==> config.mk <==
export PLATFORM = sky130hd
export DESIGN_NAME = mix_minus_link_mixer_core
export DESIGN_NICKNAME = d
export VERILOG_FILES = /design/src/mmlm_pkg.sv /design/src/mmlm_gate.sv /design/src/mmlm_sum.sv /design/src/mmlm_sat.sv /design/src/mix_minus_link_mixer_core.sv
export SDC_FILE = /design/constraint.sdc
export NUM_CORES = 1
export LEC_CHECK = 0
export ABC_AREA = 0
export BUFFER_PORTS_ARGS = -buffer_cell sky130_fd_sc_hd__buf_2
export CAP_MARGIN = 20
export CORE_ASPECT_RATIO = 1.25
export CORE_MARGIN = 10
export CORE_UTILIZATION = 50
export DETAILED_ROUTE_END_ITERATION = 6
export GPL_TIMING_DRIVEN = 0
export PLACE_DENSITY = 0.72
export SLEW_MARGIN = 10
export SYNTH_ARGS = -nofsm -noshare
export SYNTH_HDL_FRONTEND = slang
export SYNTH_SLANG_ARGS = --single-unit
==> constraint.sdc <==
create_clock -name clock -period 11.42 [get_ports clock]
set_input_delay 2.284 -clock clock [delete_from_list [all_inputs] [get_ports clock]]
set_output_delay 2.284 -clock clock [all_outputs]
set_load 0.02 [all_outputs]
==> src/mmlm_pkg.sv <==
`default_nettype none
package mmlm_pkg;

   localparam int unsigned MaxPorts = 4;

   typedef logic signed [15:0] sample_type;

   // configuration register indexes
   localparam logic [1:0] RegPresent  = 2'd0;
   localparam logic [1:0] RegForward  = 2'd1;
   localparam logic [1:0] RegTransmit = 2'd2;

   typedef struct packed {
      logic [MaxPorts-1:0] present;
      logic [MaxPorts-1:0] forward;
      logic [MaxPorts-1:0] transmit;
   } cfg_type;

   typedef struct packed {
      logic [MaxPorts-1:0]       port_active_mask;
      logic [MaxPorts-1:0][15:0] port_sample;
      logic                      receiving;
      sample_type                local_sample;
   } in_type;

   typedef struct packed {
      sample_type                local_gated;
      logic [MaxPorts-1:0][15:0] present_sample;
      logic [MaxPorts-1:0][15:0] forward_sample;
      logic [MaxPorts-1:0]       present;
      logic [MaxPorts-1:0]       send_key;
      logic                      any_link;
   } gate_type;

   typedef struct packed {
      logic signed [17:0]        remote_sum;
      logic signed [18:0]        forward_sum;
      logic [MaxPorts-1:0][15:0] forward_sample;
      logic [MaxPorts-1:0]       present;
      logic [MaxPorts-1:0]       send_key;
      logic                      any_link;
   } sum_type;

   typedef struct packed {
      sample_type                remote_mix;
      logic [MaxPorts-1:0][15:0] port_mix;
      logic [MaxPorts-1:0]       send_key_mask;
      logic                      any_link;
   } out_type;

   function automatic logic [15:0] sat16(input logic signed [18:0] v);
      logic [15:0] r;
      if (v > 19'sd32767) begin
         r = 16'h7fff;
      end else if (v < -19'sd32768) begin
         r = 16'h8000;
      end else begin
         r = v[15:0];
      end
      return r;
   endfunction

endpackage
`default_nettype wire

==> src/mmlm_gate.sv <==
`default_nettype none
module mmlm_gate (
   input  wire logic              clock,
   input  wire logic              reset,
   input  wire logic              in_valid,
   output logic                   in_ready,
   input  wire mmlm_pkg::in_type  in_data,
   input  wire mmlm_pkg::cfg_type cfg,
   output logic                   out_valid,
   input  wire logic              out_ready,
   output mmlm_pkg::gate_type     out_data
);

   logic                         valid_ff;
   mmlm_pkg::gate_type           data_ff;
   mmlm_pkg::gate_type           data_in;
   logic [mmlm_pkg::MaxPorts-1:0] fwd;
   logic [mmlm_pkg::MaxPorts-1:0] act;
   logic [mmlm_pkg::MaxPorts-1:0] fwd_act;

   assign in_ready = !valid_ff || out_ready;

   always_comb begin
      fwd     = cfg.forward & cfg.present;
      act     = in_data.port_active_mask & cfg.present;
      fwd_act = act & fwd;
      data_in.local_gated = in_data.receiving ? in_data.local_sample : '0;
      data_in.present     = cfg.present;
      data_in.any_link    = |act;
      for (int p = 0; p < mmlm_pkg::MaxPorts; p++) begin
         data_in.present_sample[p] = cfg.present[p] ? in_data.port_sample[p] : '0;
         data_in.forward_sample[p] = fwd[p] ? in_data.port_sample[p] : '0;
         // key on local receive or on activity from another forwarding port
         data_in.send_key[p] = cfg.present[p] & cfg.transmit[p] &
            (in_data.receiving |
             (|(fwd_act & ~(mmlm_pkg::MaxPorts'(1) << p))));
      end
   end

   always_ff @(posedge clock) begin
      if (reset) begin
         valid_ff <= 1'b0;
      end else if (in_ready) begin
         valid_ff <= in_valid;
      end
   end

   always_ff @(posedge clock) begin
      if (in_ready && in_valid) begin
         data_ff <= data_in;
      end
   end

   assign out_valid = valid_ff;
   assign out_data  = data_ff;

endmodule
`default_nettype wire

==> src/mmlm_sum.sv <==
`default_nettype none
module mmlm_sum (
   input  wire logic               clock,
   input  wire logic               reset,
   input  wire logic               in_valid,
   output logic                    in_ready,
   input  wire mmlm_pkg::gate_type in_data,
   output logic                    out_valid,
   input  wire logic               out_ready,
   output mmlm_pkg::sum_type       out_data
);

   logic              valid_ff;
   mmlm_pkg::sum_type data_ff;
   mmlm_pkg::sum_type data_in;
   logic signed [17:0] remote_acc;
   logic signed [18:0] forward_acc;

   assign in_ready = !valid_ff || out_ready;

   always_comb begin
      remote_acc  = '0;
      forward_acc = {{3{in_data.local_gated[15]}}, in_data.local_gated};
      for (int p = 0; p < mmlm_pkg::MaxPorts; p++) begin
         remote_acc  = remote_acc +
            {{2{in_data.present_sample[p][15]}}, in_data.present_sample[p]};
         forward_acc = forward_acc +
            {{3{in_data.forward_sample[p][15]}}, in_data.forward_sample[p]};
      end
      data_in.remote_sum     = remote_acc;
      data_in.forward_sum    = forward_acc;
      data_in.forward_sample = in_data.forward_sample;
      data_in.present        = in_data.present;
      data_in.send_key       = in_data.send_key;
      data_in.any_link       = in_data.any_link;
   end

   always_ff @(posedge clock) begin
      if (reset) begin
         valid_ff <= 1'b0;
      end else if (in_ready) begin
         valid_ff <= in_valid;
      end
   end

   always_ff @(posedge clock) begin
      if (in_ready && in_valid) begin
         data_ff <= data_in;
      end
   end

   assign out_valid = valid_ff;
   assign out_data  = data_ff;

endmodule
`default_nettype wire

==> src/mmlm_sat.sv <==
`default_nettype none
module mmlm_sat (
   input  wire logic              clock,
   input  wire logic              reset,
   input  wire logic              in_valid,
   output logic                   in_ready,
   input  wire mmlm_pkg::sum_type in_data,
   output logic                   out_valid,
   input  wire logic              out_ready,
   output mmlm_pkg::out_type      out_data
);

   logic              valid_ff;
   mmlm_pkg::out_type data_ff;
   mmlm_pkg::out_type data_in;

   assign in_ready = !valid_ff || out_ready;

   always_comb begin
      data_in.remote_mix    = mmlm_pkg::sat16({in_data.remote_sum[17], in_data.remote_sum});
      data_in.send_key_mask = in_data.send_key;
      data_in.any_link      = in_data.any_link;
      for (int p = 0; p < mmlm_pkg::MaxPorts; p++) begin
         // remove the port's own forwarded sample from the full forward mix
         data_in.port_mix[p] = in_data.present[p] ?
            mmlm_pkg::sat16(in_data.forward_sum -
               {{3{in_data.forward_sample[p][15]}}, in_data.forward_sample[p]}) : '0;
      end
   end

   always_ff @(posedge clock) begin
      if (reset) begin
         valid_ff <= 1'b0;
      end else if (in_ready) begin
         valid_ff <= in_valid;
      end
   end

   always_ff @(posedge clock) begin
      if (in_ready && in_valid) begin
         data_ff <= data_in;
      end
   end

   assign out_valid = valid_ff;
   assign out_data  = data_ff;

endmodule
`default_nettype wire

==> src/mix_minus_link_mixer_core.sv <==
// A transaction accepted on req_ is registered in turn by three register stages
// (gate and key, sum, saturate and output register) and then shows on rsp_.
// The pipeline takes one transaction per cycle while rsp_ is not stalled; a stall
// on rsp_ holds every full stage, while empty stages still fill.
// Reset (synchronous, active high) clears the configuration registers to zero
// and empties the pipeline; no clearing pass is needed.
`default_nettype none
module mix_minus_link_mixer_core #(
   parameter int unsigned PORT_COUNT = 4
) (
   input  wire logic        clock,
   input  wire logic        reset,
   input  wire logic        req_tvalid,
   output logic             req_tready,
   // local_sample, port0_sample, port1_sample, port2_sample, port3_sample,
   // port_active_mask, zero fill
   input  wire logic [87:0] req_tdata,
   // receiving
   input  wire logic [0:0]  req_tuser,
   output logic             rsp_tvalid,
   input  wire logic        rsp_tready,
   // remote_mix, out0_mix, out1_mix, out2_mix, out3_mix, send_key_mask, zero fill
   output logic [87:0]      rsp_tdata,
   // any_link
   output logic [0:0]       rsp_tuser,
   input  wire logic        csr_we,
   input  wire logic [1:0]  csr_index,
   input  wire logic [3:0]  csr_wdata
);

   localparam logic [mmlm_pkg::MaxPorts-1:0] PortLimit =
      mmlm_pkg::MaxPorts'((1 << PORT_COUNT) - 1);

   logic [3:0]         present_ff;
   logic [3:0]         forward_ff;
   logic [3:0]         transmit_ff;
   mmlm_pkg::cfg_type  cfg;
   mmlm_pkg::in_type   req_data;
   mmlm_pkg::gate_type gate_data;
   mmlm_pkg::sum_type  sum_data;
   mmlm_pkg::out_type  rsp_data;
   logic               gate_valid;
   logic               gate_ready;
   logic               sum_valid;
   logic               sum_ready;

   always_ff @(posedge clock) begin
      if (reset) begin
         present_ff  <= '0;
         forward_ff  <= '0;
         transmit_ff <= '0;
      end else if (csr_we) begin
         case (csr_index)
            mmlm_pkg::RegPresent:  present_ff  <= csr_wdata;
            mmlm_pkg::RegForward:  forward_ff  <= csr_wdata;
            mmlm_pkg::RegTransmit: transmit_ff <= csr_wdata;
            default: ;
         endcase
      end
   end

   // ports beyond the configured count never take part
   assign cfg.present  = present_ff & PortLimit;
   assign cfg.forward  = forward_ff;
   assign cfg.transmit = transmit_ff;

   assign req_data.local_sample     = req_tdata[15:0];
   assign req_data.receiving        = req_tuser[0];
   assign req_data.port_sample[0]   = req_tdata[31:16];
   assign req_data.port_sample[1]   = req_tdata[47:32];
   assign req_data.port_sample[2]   = req_tdata[63:48];
   assign req_data.port_sample[3]   = req_tdata[79:64];
   assign req_data.port_active_mask = req_tdata[83:80];

   mmlm_gate u_gate (
      .clock     (clock),
      .reset     (reset),
      .in_valid  (req_tvalid),
      .in_ready  (req_tready),
      .in_data   (req_data),
      .cfg       (cfg),
      .out_valid (gate_valid),
      .out_ready (gate_ready),
      .out_data  (gate_data)
   );

   mmlm_sum u_sum (
      .clock     (clock),
      .reset     (reset),
      .in_valid  (gate_valid),
      .in_ready  (gate_ready),
      .in_data   (gate_data),
      .out_valid (sum_valid),
      .out_ready (sum_ready),
      .out_data  (sum_data)
   );

   mmlm_sat u_sat (
      .clock     (clock),
      .reset     (reset),
      .in_valid  (sum_valid),
      .in_ready  (sum_ready),
      .in_data   (sum_data),
      .out_valid (rsp_tvalid),
      .out_ready (rsp_tready),
      .out_data  (rsp_data)
   );

   assign rsp_tdata = {4'b0000, rsp_data.send_key_mask,
                       rsp_data.port_mix[3], rsp_data.port_mix[2],
                       rsp_data.port_mix[1], rsp_data.port_mix[0],
                       rsp_data.remote_mix};
   assign rsp_tuser = rsp_data.any_link;

`ifndef ASSERT_OFF
   a_key_present: assert property (@(posedge clock) disable iff (reset)
      rsp_tvalid |-> ((rsp_tdata[83:80] & ~cfg.present) == 4'b0000))
      else $error("send key raised toward an absent port");

   a_link_present: assert property (@(posedge clock) disable iff (reset)
      (rsp_tvalid && rsp_tuser[0]) |-> (cfg.present != 4'b0000))
      else $error("link active with no port present");

   a_absent_mix: assert property (@(posedge clock) disable iff (reset)
      (rsp_tvalid && !cfg.present[0]) |-> (rsp_tdata[31:16] == 16'h0000))
      else $error("mix toward absent port 0 not zero");

   a_stall_full: assert property (@(posedge clock) disable iff (reset)
      (!req_tready) |-> (gate_valid && sum_valid && rsp_tvalid && !rsp_tready))
      else $error("input stalled while pipeline has room");
`endif

endmodule
`default_nettype wire
## After elaboration in Yosys (flattened, before gate mapping)

Index checks and enable logic that the tools add are counted.

- Register bits after elaboration: 363
- Bits of input ports: 100
- Output and inout port bits: 91
- Logic and storage cells: 111

- Add/sub/neg operators: 11
- Order comparisons: 10
- Equal/unequal tests: 2
- Muxes and demuxes: 9
- Bitwise operators: 19
- Reductions and logical operators: 22

Operators with widths:

| cell | number |
|---|---|
| $mux W16 | 5 |
| $gt A19 B16 Y1 const B | 4 |
| $lt A19 B16 Y1 const B | 4 |
| $sub A19 B19 Y19 | 4 |
| $mux W15 | 4 |
| $add A19 B19 Y19 | 3 |
| $add A18 B18 Y18 | 2 |
| $add A16 B16 Y17 | 2 |
| $gt A18 B16 Y1 const B | 1 |
| $lt A18 B16 Y1 const B | 1 |
| $and A4 B4 Y4 | 3 |
| $reduce_or A3 Y1 | 4 |
| $and A1 B1 Y1 | 8 |
| $reduce_or A2 Y1 | 4 |
| $reduce_and A2 Y1 | 3 |
| $not A1 Y1 | 4 |
| $or A1 B1 Y1 | 4 |
| $reduce_or A4 Y1 | 1 |
| $logic_and A1 B1 Y1 | 3 |
| $logic_not A1 Y1 | 3 |
| $logic_or A1 B1 Y1 | 3 |
| $eq A2 B1 Y1 const B | 1 |
| $eq A2 B2 Y1 const B | 1 |
| $logic_not A2 Y1 | 1 |

## Logic depth before layout (Yosys ltp)

Gate-level depths: netlist of the first run.

- Word-level depth: 5
- Depth in mapped cells: 19
- Gate-level depth less buffers: 19

## Cells and area by module

From an unflattened synthesis of the first run, not the netlist that was laid out.

- Cell total of the unflattened synthesis: 1742
- Area, all modules: 20901.3 sq um

Modules (own cells, without submodules):

| module | times used | cells an instance | area an instance (sq um) | sequential area each (sq um) |
|---|---|---|---|---|
| mmlm_sat | 1 | 783 | 7439.6 | 2572.5 |
| mmlm_sum | 1 | 573 | 7211.9 | 3323.2 |
| mmlm_gate | 1 | 335 | 5718.0 | 4614.4 |
| mix_minus_link_mixer_core | 1 | 51 | 531.8 | 240.2 |

## Worst setup path after synthesis of the first run

OpenSTA, ideal clock, no wires.

- Path type: input to register
- Start: in rsp_tready
- End: reg u_sum.data_ff (netlist bit u_sum.out_data[0]), enable pin
- Setup time: 747 ps
- Data arrival time: 10336 ps
- Required time: 10673 ps
- Setup slack: 337 ps
- Stages: 2
- Path buffers: 0
- Path through: nor2b_1 a21boi_0

- Word-level cells in the longest chain between the ends: 3

Ends and longest elaborated chain:

| element | RTL line | source |
|---|---|---|
| start: declaration | mix_minus_link_mixer_core.sv:21 | `input wire logic rsp_tready,` |
| $logic_or A1 B1 Y1 | mmlm_sat.sv:17 | `assign in_ready = !valid_ff \|\| out_ready;` |
| $logic_or A1 B1 Y1 | mmlm_sum.sv:19 | `assign in_ready = !valid_ff \|\| out_ready;` |
| $logic_and A1 B1 Y1 | mmlm_sum.sv:47 | `if (in_ready && in_valid) begin` |
| end signal: assignment | mmlm_sum.sv:48 | `data_ff <= data_in;` |
| end: declaration | mmlm_sum.sv:14 | `mmlm_pkg::sum_type data_ff;` |

Every way passes these cells.
A chain may end at the register's enable or synchronous reset.

## Final worst setup path of the first run

- Start: in rsp_tready
- End: out req_tready

- Word-level cells in the longest chain between the ends: 3

Ends and longest elaborated chain:

| element | RTL line | source |
|---|---|---|
| $logic_or A1 B1 Y1 | mmlm_sat.sv:17 |  |
| $logic_or A1 B1 Y1 | mmlm_sum.sv:19 |  |
| $logic_or A1 B1 Y1 | mmlm_gate.sv:21 | `assign in_ready = !valid_ff \|\| out_ready;` |
| end: declaration | mix_minus_link_mixer_core.sv:14 | `output logic req_tready,` |

Every way passes these cells.

==> metrics.cfg, run 1 <==
[outcome]
status = finished, final reports clean

[routing]
viasPerCell = 5.59
wl_um = 53900
vias = 14440
drt-wirelength-per-cell_um = 20.9
drt_iter0_drc = 843
ant_nets = 0
post-route-drc-count = 0
firstDrtPassIters = 5

[critical_path]
startpoint = rsp_tready
crit_path_end_kind = output port
crit_slowest_cell = nor2b_1
crit_arrival_ns = 3.32
r2r_setup_slack_ns = 6.19
r2r.worst_path.cells = 15
r2r-start = u_gate.out_data[10]$_SDFFCE_PN0P_
worstSetupPathType = input port to output port
crit_chain = buf_2, nor2b_1, nand3_1, buf_2
cp_slowest_stage_delay_ns = 0.56
critical_path.most_common_cell = buf_2
critPathTopFamily = simple AND/OR/NAND/NOR gates
cp_max_fo = 6
timing.rr.end = u_sum.out_data[91]$_DFFE_PP_
critPathLaunchType = input port
crit_required_ns = 9.14
critPathBufInv = 2

[layout]
syn2layout_area_growth_pct = 15.3
multiInputGateArea_um2 = 9290
drive_gt1_frac = 0.153
final_area_um2 = 24000
fillCellCount = 3449
ff_latch_area_um2 = 10800
nNetsFinal = 2295

[timing]
worst_pin_slew_ns = 0.970
setup_violations = 0
finalMaxSlewViolations = 0
layout_min_cycle_time_ns = 5.61
rsz0062_at_grt = false
slew_headroom = 0.352
hold_viol = 0
fmax_ghz = 0.178
final.setup.tns_ns = 0
post-route-period-util = 0.491
worst_clock_skew_ns = 0.0175

[yosys]
synthTopCellsByArea = edfxtp_1 50%, ha_1 8.3%, fa_1 5.5%, and2_1 2.8%, inv_1 2.7%
synth_ff_type = edfxtp_1
ys_seq_area_frac = 0.517
yosysWarnings = 0
yosysUniqueCellTypes = 85
syn_inst = 1763
syn_area_per_cell_um2 = 11.8
synth_edf_count = 348
syn_area_um2 = 20800
yosysTopAreaCell = edfxtp_1
ys_seq_elements = 363
synth_top_area_frac = 0.503
ys_async_sr_fraction = 0

[global_route]
grt_pass1_wl_um = 83600
grt_pass1_vias = 14814
gr-usage-all-layers = 0.214
grt_max_degree = 35
antenna_found_initial = 2
grt-ovfl-total = 0

[hold_path]
hold_end = u_sum.out_data[1]$_DFFE_PP_
hold_start = u_gate.out_data[1]$_DFFE_PP_
min_path_cells = 0
min_path_type = flop to flop

[power_and_ir_drop]
power_density_nw_per_um2 = 188
leakage_nw = 10.0
ir_drop_mv = 0.116

[clocking]
clk_latency_ns = 0.55
cts_resized = 0
cts_tree = built
postCtsSetupBuffers = 0
root_buffer = clkbuf_16
clkTransAtPathRegs_ns = 0.06
htreeDepth = 2
clock_path_buffers = 3
clock_sinks = 363
hold_buffers = 0
numCtsBuffers = 38

[place]
place_congestion = 0.926
port_buffers = 182
dpl.hpwl_um = 43600
dpl_cell_area_um2 = 22700

[die]
core_um2 = 41100
placementRows = 83
initial_core_util = 0.505
die_width_um = 202
die_y_um = 248
die_area_um2 = 50200
io_pins = 191

[job]
max_cap_violations = 0

-- per-stage QoR --
| step | total power [mW] | setup WS (ns) | hold WS [ns] | util | instances |
|---|---|---|---|---|---|
| after floorplan | 2.87 | 0.337 | 0.400 | - | 1766 |
| after global placement | 3.23 | -3.49 | 0.404 | 0.545 | 2500 |
| after detailed placement | 3.26 | 5.82 | 0.405 | 0.552 | 2512 |
| after CTS | 4.51 | 5.82 | 0.419 | 0.582 | 2582 |
| after global routing | 4.75 | 5.74 | 0.435 | 0.582 | 2584 |
| final | 4.50 | 5.81 | 0.418 | 0.582 | 2584 |
-- registers in the layout (all words and copies together) (netlist names) --
signal            cells
u_gate.out_data     153
u_sum.out_data      110
u_gate.out_valid      1
u_sum.out_valid       1
present_ff            4
u_sat.out_data       85
transmit_ff           4
forward_ff            4
u_sat.out_valid       1
-- cell families (layout without fill, tap and decap cells) --
kind of cell | after synthesis | in the layout | synth area share
buffers and inverters | 196 | 460 | 0.0379
AOI/OAI and AO/OA | 385 | 385 | 0.128
xor gates and xnor gates | 102 | 102 | 0.0430
adders and majority gates | 195 | 195 | 0.138
and+or+nand+nor | 507 | 507 | 0.128
DFF | 363 | 363 | 0.517
muxes | 14 | 14 | 0.00674
other | 1 | 6 | 0.000180
-- power by group --
group | total, mW | leakage (nW) | internal [mW] | switching, mW
registers | 1.72 | 3.53 | 1.63 | 0.0932
clock network | 1.24 | 0.600 | 0.704 | 0.536
logic | 1.53 | 5.87 | 0.625 | 0.910
total | 4.50 | 10.0 | 2.96 | 1.54
-- layout make-up --
cell class              count  share of cell area
diodes                      2            0.000209
plain buffers              43             0.00888
clock buffers              44              0.0415
clock inverters            26              0.0107
inverters                 153              0.0240
multi-input cells        1207               0.388
flip-flops and latches    363               0.449
well taps                 552              0.0288
repair buffers            194              0.0493
-- cell usage after synthesis (19+ instances only) --
| cell | instances |
|---|---|
| edfxtp_1 | 348 |
| a21oi_1 | 108 |
| nor2_1 | 136 |
| clkbuf_1 | 29 |
| xor2_1 | 40 |
| ha_1 | 138 |
| o21ai_0 | 49 |
| xnor2_1 | 62 |
| nor3_1 | 35 |
| nand2_1 | 56 |
| nand3_1 | 29 |
| fa_1 | 57 |
| a31oi_1 | 19 |
| o31ai_1 | 40 |
| inv_1 | 152 |
| and2_1 | 92 |
| a21o_1 | 28 |
| nor2b_1 | 21 |
| and3_1 | 76 |
| o21a_1 | 31 |
-- cells in the final DEF (no fill, tap or decap), types with 34 or more instances in the layout --
cell type  Yosys  final
nand2_1       56     56
xnor2_1       62     62
a21oi_1      108    108
o21ai_0       49     49
nor3_1        35     35
clkbuf_1      29     34
and3_1        76     76
buf_2          3    185
and2_1        92     92
o31ai_1       40     40
inv_1        152    152
ha_1         138    138
clkbuf_16      0     39
nor2_1       136    136
fa_1          57     57
edfxtp_1     348    348
xor2_1        40     40
-- worst register-to-register path, cell delays in order, from the launching register on --
cell	delay [ns]
edfxtp_1	0.47
ha_1	0.36
a211o_1	0.33
a211oi_1	0.76
o31ai_1	0.26
o21a_1	0.23
nor2_1	0.11
xnor2_1	0.22
fa_1	0.49
ha_1	0.35
nand2_1	0.10
o31ai_1	0.33
o21ai_0	0.27
o21ai_0	0.33
nand3_1	0.14
a31o_2	0.25
-- how the worst max path moves through the flow --
| stage | end | slack (ns) | depth (start not counted) |
|---|---|---|---|
| after floorplan | u_sum.out_data[0]$_DFFE_PP_ | 0.34 | 2 |
| after global placement | u_sum.out_data[57]$_DFFE_PP_ | -3.49 | 3 |
| after detailed placement | req_tready | 5.82 | 4 |
| after CTS | req_tready | 5.82 | 4 |
| after global routing | req_tready | 5.74 | 4 |
| final | req_tready | 5.81 | 4 |
-- layer usage --
| layer | vias up | track usage | part of all wire |
|---|---|---|---|
| met5 | - | 0 | 0 |
| met1 | 6944 | 0.245 | 0.38 |
| met3 | 106 | 0.0333 | 0.058 |
| li1 | 6917 | - | - |
| met2 | 473 | 0.390 | 0.52 |
| met4 | 0 | 0.0899 | 0.041 |
(Power assumes the default switching activity.)
==> run 2, diff against run 1 <==
PLACE_DENSITY = 0.69   (was 0.72)
clock period = 5.27 ns   (was 11.42 ns; I/O delays follow)
==> metrics.cfg, run 2 (synthesis gave the netlist of run 1 again) <==
[layout]
syn2layout_area_growth_pct = 14.9
fin_cells = 2579  ; -0.19%
drive_gt1_frac = 0.149  ; -0.00407
final_cell_mix = 348 x edfxtp_1, 185 x buf_2, 152 x inv_1
final_common_cell = edfxtp_1
final_area_um2 = 23900  ; -0.36%
nNetsFinal = 2294  ; -0.044%
largest_reg_flops = 153  ; unchanged

[routing]
firstDrtPassIters = 5  ; unchanged
ant_nets = 0  ; unchanged
drt_iter0_drc = 710  ; -16%
drt-wirelength-per-cell_um = 20.5  ; -1.7%
wl_um = 52900  ; -1.9%
viasPerCell = 5.55  ; -0.71%
vias = 14310  ; -0.90%
post-route-drc-count = 0  ; unchanged

[clocking]
clock_sinks = 363  ; unchanged
clk_latency_ns = 0.54  ; about the same
numCtsBuffers = 37  ; -2.6%
cts_tree = built
htreeDepth = 2  ; unchanged
cts_resized = 0  ; unchanged
postCtsSetupBuffers = 0  ; unchanged
root_buffer = clkbuf_16
clock_path_buffers = 3  ; unchanged
clkTransAtPathRegs_ns = 0.06  ; about the same
hold_buffers = 0  ; unchanged

[timing]
hold_viol = 0  ; unchanged
worst_clock_skew_ns = 0.0168  ; -0.000659 ns
post-route-period-util = 0.963
worst_pin_slew_ns = 0.922  ; -0.0484 ns
setup_violations = 0  ; unchanged
finalMaxSlewViolations = 0  ; unchanged
layout_min_cycle_time_ns = 5.08
slew_headroom = 0.384  ; +0.0323
rsz0062_at_grt = false
fmax_ghz = 0.197

[critical_path]
cp_slowest_stage_delay_ns = 0.49  ; -0.07 ns
crit_chain = ha_1, fa_1, a21o_1, a21o_1, a21oi_1, o21ai_0, a21oi_1, xnor2_1, fa_1, ha_1, nand2_1, o31ai_1, o21ai_0, o21ai_0, nand3_1, a31o_2
crit_required_ns = 5.56  ; -3.58 ns
startpoint = u_gate.out_data[9]$_SDFFCE_PN0P_
critPathLaunchType = flop
critical_path.most_common_cell = o21ai_0
crit_arrival_ns = 5.37  ; +2.05 ns
r2r.worst_path.cells = 16  ; +1
r2r_setup_slack_ns = 0.19  ; -6.00 ns
crit_slowest_cell = fa_1
worstSetupPathType = flop to flop
crit_path_end_kind = flop
cp_max_fo = 4  ; -2
r2r-start = u_gate.out_data[9]$_SDFFCE_PN0P_

[global_route]
grt.busiest_layer = met2
met1_usage = 0.236  ; -0.00961
grt-ovfl-total = 0  ; unchanged
antenna_found_initial = 2  ; unchanged
grt_util_met3 = 0.0335  ; +0.000261
grt_pass1_wl_um = 80800  ; -3.3%
gr-usage-all-layers = 0.207  ; -0.00694
grt_max_degree = 35  ; unchanged
grt.met2_usage = 0.369  ; -0.0212
grt_pass1_vias = 14648  ; -1.1%

[place]
dpl_cell_area_um2 = 22700  ; about the same
dp_cells = 2512  ; unchanged
port_buffers = 182  ; unchanged
dpl.hpwl_um = 43000  ; -1.3%
place_congestion = 0.911  ; -1.6%

[die]
die_y_um = 248  ; unchanged
core_um2 = 41100  ; unchanged
die_area_um2 = 50200  ; unchanged
placementRows = 83  ; unchanged
io_pins = 191  ; unchanged
initial_core_util = 0.505  ; unchanged
die_width_um = 202  ; unchanged

[outcome]
status = finished, final reports clean

[power_and_ir_drop]
power_density_nw_per_um2 = 401  ; +110%
ir_drop_mv = 0.273  ; +140%
leakage_nw = 9.95  ; -0.48%

[hold_path]
min_path_cells = 0  ; unchanged
min_path_type = flop to flop
hold_start = u_gate.out_data[2]$_DFFE_PP_

[job]
max_cap_violations = 0  ; unchanged

## run 2: changes by cell type in the layout (fill, tap and decap cells not counted), sizes merged
cell | previous run | this run
clkbuf | 73 | 70
clkinv | 15 | 13
## run 2: layout make-up
class,count,area [um2]
fill,3466,17300
sequential,363,10800
multi-input combinational,1207,9290
timing repair buffer,194,1190
clock buffer,41,941
tap,552,691
inverter,153,574
clock inverter,24,216
buffer,43,213
antenna,2,5.00
## run 2: path summary, 6_finish.rpt
check | to
max | u_sum.out_data[91]$_DFFE_PP_
min | u_sum.out_data[2]$_DFFE_PP_
max reg2reg | u_sum.out_data[91]$_DFFE_PP_
min reg2reg | u_sum.out_data[2]$_DFFE_PP_
## run 2: power by group
| part | total, mW | internal [mW] | switching, mW |
|---|---|---|---|
| Combinational | 3.29 | 1.36 | 1.93 |
| Clock | 2.54 | 1.44 | 1.10 |
| Sequential | 3.74 | 3.53 | 0.201 |
| Total | 9.56 | 6.33 | 3.23 |
## run 2: worst max-delay path: cells and delay by family, from the launching register on
family	cells	cell delay, ns
and+or+nand+nor	2	0.21
AOI/OAI and AO/OA	9	2.44
DFF	1	0.42
adders and majority gates	4	1.54
xor gates and xnor gates	1	0.23
## run 2: metrics by stage
step,hold WS (ns),TNS [ns],power [mW],util,setup slack (ns)
after global routing,0.434,0,10.1,0.580,0.0242
after detailed placement,0.406,0,7.05,0.552,0.267
after global placement,0.403,-91.76,6.97,0.545,-0.783
final,0.420,0,9.56,0.580,0.193
after CTS,0.425,0,9.61,0.580,0.255
after floorplan,0.400,0,6.20,-,0.663
## run 2: per-layer routing
metal  wire (um)  part of all wire
met4        2630             0.050
met2       26700              0.50
met1       20900              0.40
met3        2660             0.050
met5           0                 0
